### config.mk
export PLATFORM = sky130hd
export DESIGN_NAME = deque_with_reverse
export DESIGN_NICKNAME = d
export VERILOG_FILES = /design/src/hdl/dqr_pkg.sv /design/src/hdl/deque_with_reverse.sv
export SDC_FILE = /design/constraint.sdc
export NUM_CORES = 2
export LEC_CHECK = 0
export BUFFER_PORTS_ARGS = -buffer_cell sky130_fd_sc_hd__buf_2
export CORE_UTILIZATION = 55
export DETAILED_ROUTE_END_ITERATION = 10
export PLACE_DENSITY = 0.73
export SLEW_MARGIN = 20
export SYNTH_ARGS = -nofsm -noshare
export SYNTH_HDL_FRONTEND = slang
export SYNTH_SLANG_ARGS = --single-unit
### constraint.sdc
create_clock -name clk -period 5.2 [get_ports clk]
set_input_delay 1.04 -clock clk [delete_from_list [all_inputs] [get_ports clk]]
set_output_delay 1.04 -clock clk [all_outputs]
set_load 0.02 [all_outputs]
### src/hdl/dqr_pkg.sv
// ---------------------------------------------------------------------------
// Deque with reverse: shared definitions
// Word widths, mode and status codes, and controller states used by the
// deque and its port checker.
// ---------------------------------------------------------------------------
package dqr_pkg;

  localparam int DQR_CAPACITY = 64;
  localparam int DATA_W       = 32;
  localparam int MODE_W       = 3;
  localparam int STATUS_W     = 2;

  typedef enum logic [MODE_W-1:0] {
    MODE_PUSH_FRONT = 3'd0,
    MODE_PUSH_BACK  = 3'd1,
    MODE_POP_FRONT  = 3'd2,
    MODE_POP_BACK   = 3'd3,
    MODE_SHOW       = 3'd4,
    MODE_REVERSE    = 3'd5
  } mode_t;

  typedef enum logic [STATUS_W-1:0] {
    ST_OK    = 2'd0,
    ST_EMPTY = 2'd1,
    ST_FULL  = 2'd2
  } status_t;

  typedef enum logic [1:0] {
    S_IDLE,
    S_WALK,
    S_RESP
  } state_t;

endpackage

### src/hdl/deque_with_reverse.sv
// ---------------------------------------------------------------------------
// Deque with reverse
// Bounded double-ended queue of signed words kept in a ring memory with a
// front pointer, an occupancy count and a direction flag.
// ---------------------------------------------------------------------------
// Push, reverse and unused modes need no memory read. A push and any refused
// or empty request give one result word, which waits in the result holder
// while the output register is full. Pop issues the memory read when
// accepted; S_WALK hands the read word on. Show makes one memory read per
// element, pipelined. A word sits in the output register until taken; stall
// on the output only holds the block when the output register is still full.
// Synchronous active-low reset empties the deque and clears the direction
// flag; memory contents are not cleared, since empty entries are never read.
module deque_with_reverse #(
  parameter int CAPACITY = dqr_pkg::DQR_CAPACITY
) (
  input  logic                                clk,
  input  logic                                rst_n,
  input  logic                                in_valid,
  output logic                                in_stall,
  input  logic [dqr_pkg::MODE_W-1:0]          in_mode,
  input  logic signed [dqr_pkg::DATA_W-1:0]   in_value,
  output logic                                out_valid,
  input  logic                                out_stall,
  output logic [dqr_pkg::STATUS_W-1:0]        out_status,
  output logic signed [dqr_pkg::DATA_W-1:0]   out_item,
  output logic                                out_last
);
  import dqr_pkg::*;

  localparam int PW = (CAPACITY > 1) ? $clog2(CAPACITY) : 1;
  localparam int CW = $clog2(CAPACITY + 1);
  localparam logic [PW-1:0] TOP_ADDR = PW'(CAPACITY - 1);

  logic signed [DATA_W-1:0] mem [CAPACITY];

  state_t                   state_r, state_nxt;
  logic [PW-1:0]            fp_r, fp_nxt;
  logic [CW-1:0]            occ_r, occ_nxt;
  logic                     rev_r, rev_nxt;
  logic [PW-1:0]            addr_r, addr_nxt;
  logic [CW-1:0]            remain_r, remain_nxt;
  status_t                  res_status_r, res_status_nxt;
  logic signed [DATA_W-1:0] res_item_r, res_item_nxt;
  logic                     out_valid_r, out_valid_nxt;
  status_t                  out_status_r, out_status_nxt;
  logic signed [DATA_W-1:0] out_item_r, out_item_nxt;
  logic                     out_last_r, out_last_nxt;
  logic signed [DATA_W-1:0] rd_data_r;

  logic                     mem_we;
  logic [PW-1:0]            mem_wa;
  logic signed [DATA_W-1:0] mem_wd;
  logic                     rd_en;
  logic [PW-1:0]            rd_addr;

  logic                     out_free;
  logic                     full, empty;
  logic [PW-1:0]            head_dec, head_inc, walk_inc, walk_dec;
  logic [CW:0]              sum_tail, sum_back;
  logic [PW-1:0]            tail_addr, back_addr;

  assign in_stall   = (state_r != S_IDLE);
  assign out_valid  = out_valid_r;
  assign out_status = out_status_r;
  assign out_item   = out_item_r;
  assign out_last   = out_last_r;

  assign out_free = !out_valid_r || !out_stall;
  assign full     = (occ_r >= CW'(CAPACITY));
  assign empty    = (occ_r == '0);

  // Ring arithmetic; sums stay below twice the capacity, so one subtract wraps.
  assign head_dec  = (fp_r == '0) ? TOP_ADDR : fp_r - 1'b1;
  assign head_inc  = (fp_r == TOP_ADDR) ? '0 : fp_r + 1'b1;
  assign walk_dec  = (addr_r == '0) ? TOP_ADDR : addr_r - 1'b1;
  assign walk_inc  = (addr_r == TOP_ADDR) ? '0 : addr_r + 1'b1;
  assign sum_tail  = (CW+1)'(fp_r) + (CW+1)'(occ_r);
  assign sum_back  = sum_tail - 1'b1;
  assign tail_addr = (sum_tail >= (CW+1)'(CAPACITY)) ?
                     PW'(sum_tail - (CW+1)'(CAPACITY)) : PW'(sum_tail);
  assign back_addr = (sum_back >= (CW+1)'(CAPACITY)) ?
                     PW'(sum_back - (CW+1)'(CAPACITY)) : PW'(sum_back);

  always_comb begin
    logic                     r_send;
    status_t                  r_status;
    logic signed [DATA_W-1:0] r_item;
    logic                     at_head;

    state_nxt      = state_r;
    fp_nxt         = fp_r;
    occ_nxt        = occ_r;
    rev_nxt        = rev_r;
    addr_nxt       = addr_r;
    remain_nxt     = remain_r;
    res_status_nxt = res_status_r;
    res_item_nxt   = res_item_r;
    out_status_nxt = out_status_r;
    out_item_nxt   = out_item_r;
    out_last_nxt   = out_last_r;
    out_valid_nxt  = out_valid_r && out_stall;
    mem_we         = 1'b0;
    mem_wa         = fp_r;
    mem_wd         = in_value;
    rd_en          = 1'b0;
    rd_addr        = fp_r;
    r_send         = 1'b0;
    r_status       = ST_OK;
    r_item         = '0;
    at_head        = 1'b0;

    case (state_r)
      S_IDLE: begin
        if (in_valid) begin
          case (mode_t'(in_mode))
            MODE_PUSH_FRONT, MODE_PUSH_BACK: begin
              r_send = 1'b1;
              if (full) begin
                r_status = ST_FULL;
              end else begin
                at_head  = (mode_t'(in_mode) == MODE_PUSH_FRONT) ^ rev_r;
                mem_we   = 1'b1;
                mem_wa   = at_head ? head_dec : tail_addr;
                if (at_head) begin
                  fp_nxt = head_dec;
                end
                occ_nxt  = occ_r + 1'b1;
                r_item   = in_value;
              end
            end
            MODE_POP_FRONT, MODE_POP_BACK: begin
              if (empty) begin
                r_send   = 1'b1;
                r_status = ST_EMPTY;
              end else begin
                at_head    = (mode_t'(in_mode) == MODE_POP_FRONT) ^ rev_r;
                rd_en      = 1'b1;
                rd_addr    = at_head ? fp_r : back_addr;
                addr_nxt   = rd_addr;
                if (at_head) begin
                  fp_nxt = head_inc;
                end
                occ_nxt    = occ_r - 1'b1;
                remain_nxt = CW'(1);
                state_nxt  = S_WALK;
              end
            end
            MODE_SHOW: begin
              if (empty) begin
                r_send   = 1'b1;
                r_status = ST_EMPTY;
              end else begin
                rd_en      = 1'b1;
                rd_addr    = rev_r ? back_addr : fp_r;
                addr_nxt   = rd_addr;
                remain_nxt = occ_r;
                state_nxt  = S_WALK;
              end
            end
            MODE_REVERSE: begin
              rev_nxt = ~rev_r;
            end
            default: begin
            end
          endcase
        end
        // Single-word results go straight out, or wait in the result holder.
        if (r_send) begin
          if (out_free) begin
            out_valid_nxt  = 1'b1;
            out_status_nxt = r_status;
            out_item_nxt   = r_item;
            out_last_nxt   = 1'b1;
          end else begin
            res_status_nxt = r_status;
            res_item_nxt   = r_item;
            state_nxt      = S_RESP;
          end
        end
      end
      S_WALK: begin
        // rd_data_r holds the word at addr_r; it only changes on a new read.
        if (out_free) begin
          out_valid_nxt  = 1'b1;
          out_status_nxt = ST_OK;
          out_item_nxt   = rd_data_r;
          out_last_nxt   = (remain_r == CW'(1));
          if (remain_r == CW'(1)) begin
            state_nxt = S_IDLE;
          end else begin
            rd_en      = 1'b1;
            rd_addr    = rev_r ? walk_dec : walk_inc;
            addr_nxt   = rd_addr;
            remain_nxt = remain_r - 1'b1;
          end
        end
      end
      S_RESP: begin
        if (out_free) begin
          out_valid_nxt  = 1'b1;
          out_status_nxt = res_status_r;
          out_item_nxt   = res_item_r;
          out_last_nxt   = 1'b1;
          state_nxt      = S_IDLE;
        end
      end
      default: begin
        state_nxt = S_IDLE;
      end
    endcase
  end

  always_ff @(posedge clk) begin
    if (!rst_n) begin
      state_r     <= S_IDLE;
      fp_r        <= '0;
      occ_r       <= '0;
      rev_r       <= 1'b0;
      out_valid_r <= 1'b0;
    end else begin
      state_r     <= state_nxt;
      fp_r        <= fp_nxt;
      occ_r       <= occ_nxt;
      rev_r       <= rev_nxt;
      out_valid_r <= out_valid_nxt;
    end
  end

  always_ff @(posedge clk) begin
    addr_r       <= addr_nxt;
    remain_r     <= remain_nxt;
    res_status_r <= res_status_nxt;
    res_item_r   <= res_item_nxt;
    out_status_r <= out_status_nxt;
    out_item_r   <= out_item_nxt;
    out_last_r   <= out_last_nxt;
  end

  // Writes and reads never fall in the same cycle, and a read issued the
  // cycle after a write already sees the written word, so no bypass is needed.
  always_ff @(posedge clk) begin
    if (mem_we) begin
      mem[mem_wa] <= mem_wd;
    end
    if (rd_en) begin
      rd_data_r <= mem[rd_addr];
    end
  end

endmodule

### Word level (Yosys, flattened, before mapping)

Memory sizes are Yosys's and may differ from the RTL's. A register that Yosys moved wholly into a read port is not among the register bits.
Cells that the tools add are included.

| cells by class | value |
|---|---|
| reduce and logical (&&, ||, !) cells | 25 |
| eq/ne operators | 24 |
| add/sub/neg operators | 11 |
| bitwise logic cells | 4 |
| order comparisons | 3 |
| multiplexer cells | 91 |

Operators by type and width:

| kind | number |
|---|---|
| 32-bit 2-to-1 mux | 7 |
| 6-bit 2-to-1 mux | 28 |
| 32-bit case mux with 3 select lines | 1 |
| 6-bit case mux with 2 select lines | 5 |
| 7-bit 2-to-1 mux | 7 |
| 7-bit case mux with 2 select lines | 3 |
| 2-bit 2-to-1 mux | 13 |
| 6-bit by 1-bit subtractor with 6-bit output (second input constant) | 4 |
| 2-bit inequality test (second input constant) | 11 |
| 1-bit 2-to-1 mux | 20 |
| 8-bit by 7-bit >= comparator with 1-bit output (second input constant) | 2 |
| 7-bit AND reduction | 2 |
| 7-bit by 1-bit subtractor with 7-bit output (second input constant) | 2 |
| 6-bit by 1-bit adder with 6-bit output (second input constant) | 2 |
| 6-bit == test (second input constant) | 2 |
| 6-bit logical NOT | 2 |
| 2-bit case mux with 3 select lines | 2 |
| 3-bit AND reduction | 4 |
| 5-bit AND reduction | 2 |
| 6-bit by 7-bit adder with 8-bit output | 1 |
| 8-bit by 1-bit subtractor with 8-bit output (second input constant) | 1 |
| 7-bit by 1-bit adder with 7-bit output (second input constant) | 1 |
| 7-bit by 1-bit == test with 1-bit output (second input constant) | 1 |
| 7-bit >= comparator (second input constant) | 1 |
| other kinds (22) | 34 |

| word-level totals | value |
|---|---|
| logic and storage cells | 171 |
| flip-flop bits (word level) | 99 |
| memories | 1 |
| memory bits (writable) | 2048 |

Memories:

| name | words | width | read ports | clocked after memory_dff | wr ports | line | RTL |
|---|---|---|---|---|---|---|---|
| mem | 64 | 32 | 1 | 1 | 1 | deque_with_reverse.sv:35 | `logic signed [DATA_W-1:0] mem [CAPACITY];` |

### Logic depth before layout (Yosys ltp)

| logic depth | value |
|---|---|
| word-level depth | 9 |
| mapped depth | 17 |
| gate-level depth less buffers | 14 |

### Worst setup path before layout

Ideal clock, no wire load.

| timing | value |
|---|---|
| path type | in2reg |
| start point | input in_mode[1] (netlist bit) |
| end point | memory mem[32][0] (enable) |
| arrival | 4.188 ns |
| path slack | 0.590 ns |
| library setup time | 0.421 ns |
| cell stages on the path | 9 |
| cells stage by stage | buf_1 nor4_1 nand2_1 clkbuf_1 a311oi_1 a21oi_1 nand2b_1 clkbuf_1 nor2_1 |

| between the ends | value |
|---|---|
| word-level cells in the longest chain between the ends | 7 |
| elaborated cells on any way between the ends | 14 |
| those cells by class | eq/ne (1); mux (10); bitwise (1); reduce/logical (2) |

Ends and longest elaborated chain:

| what | line | RTL |
|---|---|---|
| start: declaration | deque_with_reverse.sv:21 | `input logic [dqr_pkg::MODE_W-1:0] in_mode,` |
| 3-bit by 1-bit == test with 1-bit output / 3-bit logical NOT (equally long branches) | deque_with_reverse.sv:116, deque_with_reverse.sv:122 |  |
| 2-bit OR reduction / 1-bit XOR (equally long branches) | deque_with_reverse.sv:116, deque_with_reverse.sv:122 |  |
| 1-bit 2-to-1 mux / 6-bit 2-to-1 mux (equally long branches) | deque_with_reverse.sv:116, deque_with_reverse.sv:124 |  |
| 1-bit 2-to-1 mux / 6-bit 2-to-1 mux (equally long branches) | deque_with_reverse.sv:115, deque_with_reverse.sv:119 |  |
| 1-bit 2-to-1 mux / 6-bit 2-to-1 mux (equally long branches) | deque_with_reverse.sv:113, deque_with_reverse.sv:116 |  |
| 1-bit 2-to-1 mux / 6-bit 2-to-1 mux (equally long branches) | deque_with_reverse.sv:243, deque_with_reverse.sv:115 |  |
| 1-bit 2-to-1 mux (not written as such) / 6-bit 2-to-1 mux (equally long branches) | deque_with_reverse.sv:244, deque_with_reverse.sv:113 |  |
| end: declaration | deque_with_reverse.sv:35 |  |

Parallel ways exist; a longest one is shown, timed or not.

### Worst setup path after layout

| timing | value |
|---|---|
| start point | register occ_r[0] |
| end point | register rd_data_r[0], read port of mem, data pin |

| between the ends | value |
|---|---|
| word-level cells in the longest chain between the ends | 9 |
| elaborated cells on any way between the ends | 17 |
| those cells by class | add/sub (3); order compare (1); mux (12); reduce/logical (1) |

Ends and longest elaborated chain:

| what | line | RTL |
|---|---|---|
| start: declaration | deque_with_reverse.sv:39 | `logic [CW-1:0] occ_r, occ_nxt;` |
| start signal: assignment | deque_with_reverse.sv:224 | `occ_r <= occ_nxt;` |
| 6-bit by 7-bit adder with 8-bit output | deque_with_reverse.sv:78 | `assign sum_tail = (CW+1)'(fp_r) + (CW+1)'(occ_r);` |
| 8-bit by 1-bit subtractor with 8-bit output | deque_with_reverse.sv:79 | `assign sum_back = sum_tail - 1'b1;` |
| 8-bit by 7-bit >= comparator with 1-bit output / 6-bit by 1-bit subtractor with 6-bit output (equally long branches) | deque_with_reverse.sv:82, deque_with_reverse.sv:83 |  |
| 6-bit 2-to-1 mux | deque_with_reverse.sv:82 | `assign back_addr = (sum_back >= (CW+1)'(CAPACITY)) ?` |
| 6-bit 2-to-1 mux, on equally long branches | deque_with_reverse.sv:155, deque_with_reverse.sv:139 |  |
| 6-bit 2-to-1 mux, on equally long branches | deque_with_reverse.sv:150, deque_with_reverse.sv:133 |  |
| 6-bit case mux with 2 select lines | deque_with_reverse.sv:116 | `case (mode_t'(in_mode))` |
| 6-bit 2-to-1 mux | deque_with_reverse.sv:115 | `if (in_valid) begin` |
| 6-bit case mux with 2 select lines | deque_with_reverse.sv:113 | `case (state_r)` |
| end: declaration | deque_with_reverse.sv:49 | `logic signed [DATA_W-1:0] rd_data_r;` |

Parallel ways exist; a longest one is shown, timed or not.
A chain may end at the register's enable or synchronous reset.

==> out/qor.txt <==
Hold crit path type -> input pin to flop
CTS Buf Count -> 206
Share of flip-flops with an asynchronous set or reset -> 0%
Chip width -> 400 µm
Clk Tree Root Cell -> clkbuf_16
Overall routed net length -> 237 mm
Hold depth -> 1
TritonCTS clock tree -> yes
Skew final -> 0.0436 ns
Final Cycle Share -> 97.4%
Antenna Nets Post-Route -> 0
Cts-stage hold buffer count -> 0
Critical path arrival -> 5.77 ns
Area Overhead vs Synth -> 13.2%
Final hold vios -> 0
FF-to-FF Start -> occ_r[0]$_SDFFE_PN0P_
Post-layout min period -> 5.06 ns
Total gr overflow -> 0
First drt pass iteration count -> 6
Layout cells sized above 1 -> 12.9%
Global-route wire length before repair -> 347 mm
Critical Path, Cell by Cell -> ha_1 > fa_1 > inv_1 > ha_1 > inv_1 > mux2i_1 > o22ai_1 > a222oi_1 > buf_4 > buf_12 > buf_12 > buf_4 > a21oi_1 > a221oi_1 > a21oi_1 > a21oi_2 > a221o_1
Power per cell area -> 389 mW/mm²
Core Area -> 0.157 mm²
Hold EP -> mem[41][4]$_DFFE_PP_
Worst flop-to-flop path endpoint -> rd_data_r[0]$_DFFE_PP_
Crit path largest cell delay -> 0.66 ns
Routed len/inst -> 28.3 µm
Clock Latency Late Sink -> 0.85 ns
Slew margin rel. -> 34.8%
Final Util -> 63.0%
Worst reg2reg path depth -> 17
Most common cell after layout, fill and taps aside -> edfxtp_1
Leak -> 0.0328 µW
DP HPWL -> 134 mm
Gp weighted congestion -> 0.858
Die height -> 400 µm
Via count -> 55150
Starting Density -> 55.6%
Max frequency -> 198 MHz
Io pins -> 76
Post-Synthesis Cells -> 5979
Yosys reg bits -> 2179
Clock Sinks -> 2179
Crit path kind -> flop to flop
Worst Tran Pin Value -> 0.976 ns
CP Launch Type -> flop
Total power -> 38500 µW
Max H-tree Level -> 4
Nets -> 6219
Critical path's slowest cell -> a222oi_1
WP buf/inv -> 6
Drt initial violations -> 8259
Post-route worst setup slack -> 0.138 ns
CP top delay family -> compound AO/OA/AOI/OAI gates
Die ar. -> 0.160 mm²
Yosys warns -> 0
Mapped Avg Cell Area -> 14.6 µm²
Seq/Total Area, Yosys -> 74.8%
Max-Cap Viols -> 0
Yosys cell types -> 66
Largest net degree at the start of global routing -> 179
Peak fanout along the critical path -> 65
Antenna violations before repair -> 13
Post-CTS setup buffer count -> 0
VDD IR max -> 0.000369 V
Critical Path RT -> 5.91 ns
Pre-CTS setup slack -> -0.528 ns
Resized Gates After CTS -> 0
Max-slew violation count -> 0
Clk slew on worst S/H paths -> 0.06 ns
Busiest grt layer -> met2
Most frequent cells in the layout -> 2162 x edfxtp_1, 1114 x nand2_1, 771 x a21oi_1
Number of synthesized flops with an enable pin -> 2162
R2R Setup Slk -> 0.14 ns
Vias/cell -> 6.58
Final setup fails -> 0
All-Layer GR Usage -> 29.3%
Max Root-Sink Buffers -> 3
Primary FF master, synth -> edfxtp_1
CP Capture Type -> flop
Met3 usage -> 5.42%
HP Start -> in_value[4]
Global-route met2 utilization -> 46.3%
# DRC -> 0
Status -> complete, no violations
# port buffers -> 75
RSZ-0062 raised after global routing -> no
Number of global-route vias before repair -> 52999
Cell Rows -> 145
Post-Syn Nets -> 6042
Met1 Resource Use GR -> 40.9%
Netlist Area Pre-Place -> 0.0872 mm²
metrics by stage:
| step | area (µm²) | std cells | setup TNS, ns | hold slack (ns) |
|---|---|---|---|---|
| after floorplan | 87200 | 5979 | 0 | 0.513 |
| after global placement | 92300 | 8005 | -5.09 | 0.561 |
| after detailed placement | 92300 | 8005 | -6.58 | 0.580 |
| after CTS | 98700 | 8375 | 0 | 0.498 |
| after global routing | 98800 | 8376 | 0 | 0.534 |
| final | 98800 | 8378 | 0 | 0.563 |
kinds of logic (layout without fill, tap and decap cells):
kind of cell             count (synthesis)  count (layout)  share of synthesized area (%)
flip-flops                            2179            2179                           74.8
AO/OA/AOI/OAI                         1580            1580                           12.3
AND/OR/NAND/NOR                       1394            1394                           6.41
buffers and inverters                  474             813                           2.37
multiplexers                           299             299                           3.49
XOR/XNOR                                29              29                          0.291
adder cells (fa/ha/maj)                 24              24                          0.362
other                                    0               2                              0
Yosys cell counts, types with 3 or more instances:
cell / instances / area [µm²]
a211oi_1: 101 / 758
a21boi_0: 3 / 22.5
a21o_1: 5 / 37.5
a21oi_1: 777 / 3890
a221o_1: 65 / 651
a221oi_1: 224 / 1960
a22oi_1: 35 / 263
a31oi_1: 10 / 62.6
a32oi_1: 256 / 2240
and2_1: 41 / 257
and3_1: 37 / 231
buf_1: 27 / 101
buf_2: 146 / 731
buf_4: 23 / 173
clkbuf_1: 252 / 946
dfxtp_1: 17 / 340
edfxtp_1: 2162 / 64900
ha_1: 22 / 275
inv_1: 22 / 82.6
mux2_2: 32 / 360
mux2i_1: 266 / 2660
nand2_1: 1114 / 4180
nand2b_1: 7 / 43.8
nand3_1: 11 / 55.1
nor2_1: 137 / 514
nor2b_1: 9 / 56.3
nor3_1: 15 / 75.1
nor3b_1: 6 / 45.0
nor4_1: 3 / 18.8
o211ai_1: 3 / 22.5
o21ai_0: 33 / 165
o221a_2: 3 / 33.8
o22ai_1: 8 / 50.1
o32ai_1: 32 / 280
or3_1: 4 / 25.0
xnor2_1: 17 / 149
xor2_1: 12 / 105
worst max-delay path by stage:
stage	startpoint	end	depth (start not counted)
2_1_floorplan	in_mode[1]	mem[32][0]$_DFFE_PP_	9
3_3_place_gp	in_mode[2]	rd_data_r[0]$_DFFE_PP_	14
3_5_place_dp	in_mode[2]	rd_data_r[0]$_DFFE_PP_	14
4_1_cts	occ_r[0]$_SDFFE_PN0P_	rd_data_r[0]$_DFFE_PP_	17
5_1_grt	occ_r[0]$_SDFFE_PN0P_	rd_data_r[0]$_DFFE_PP_	17
6_report	occ_r[0]$_SDFFE_PN0P_	rd_data_r[0]$_DFFE_PP_	17
state kept, by name (all words and copies together) (netlist names):
register / count
out_item: 32
mem: 2048
out_status: 2
rev_r: 1
rd_data_r: 32
occ_r: 7
remain_r: 7
fp_r: 6
state_r: 2
out_last: 1
res_item_r: 32
res_status_r: 2
out_valid: 1
addr_r: 6
power by group:
part           switching (µW)  internal [µW]
clock                    6390           7960
combinational            3060           1470
sequential               84.6          19500
metal layers:
metal | routed length (µm) | vias to the layer above
met5 | 204 | -
met1 | 89400 | 27431
li1 | - | 23666
met2 | 111000 | 3511
met3 | 27900 | 532
met4 | 8570 | 10
final cells by class:
| cell class | count | area [µm²] |
|---|---|---|
| clock inverters | 121 | 1010 |
| inverters | 24 | 90.1 |
| repair buffers | 419 | 3960 |
| fillers | 10965 | 58000 |
| well taps | 2058 | 2570 |
| diodes | 2 | 5.00 |
| flip-flops and latches | 2179 | 65300 |
| clock buffers | 249 | 5360 |
| multi-input cells | 3326 | 20500 |
(Power assumes the default switching activity.)
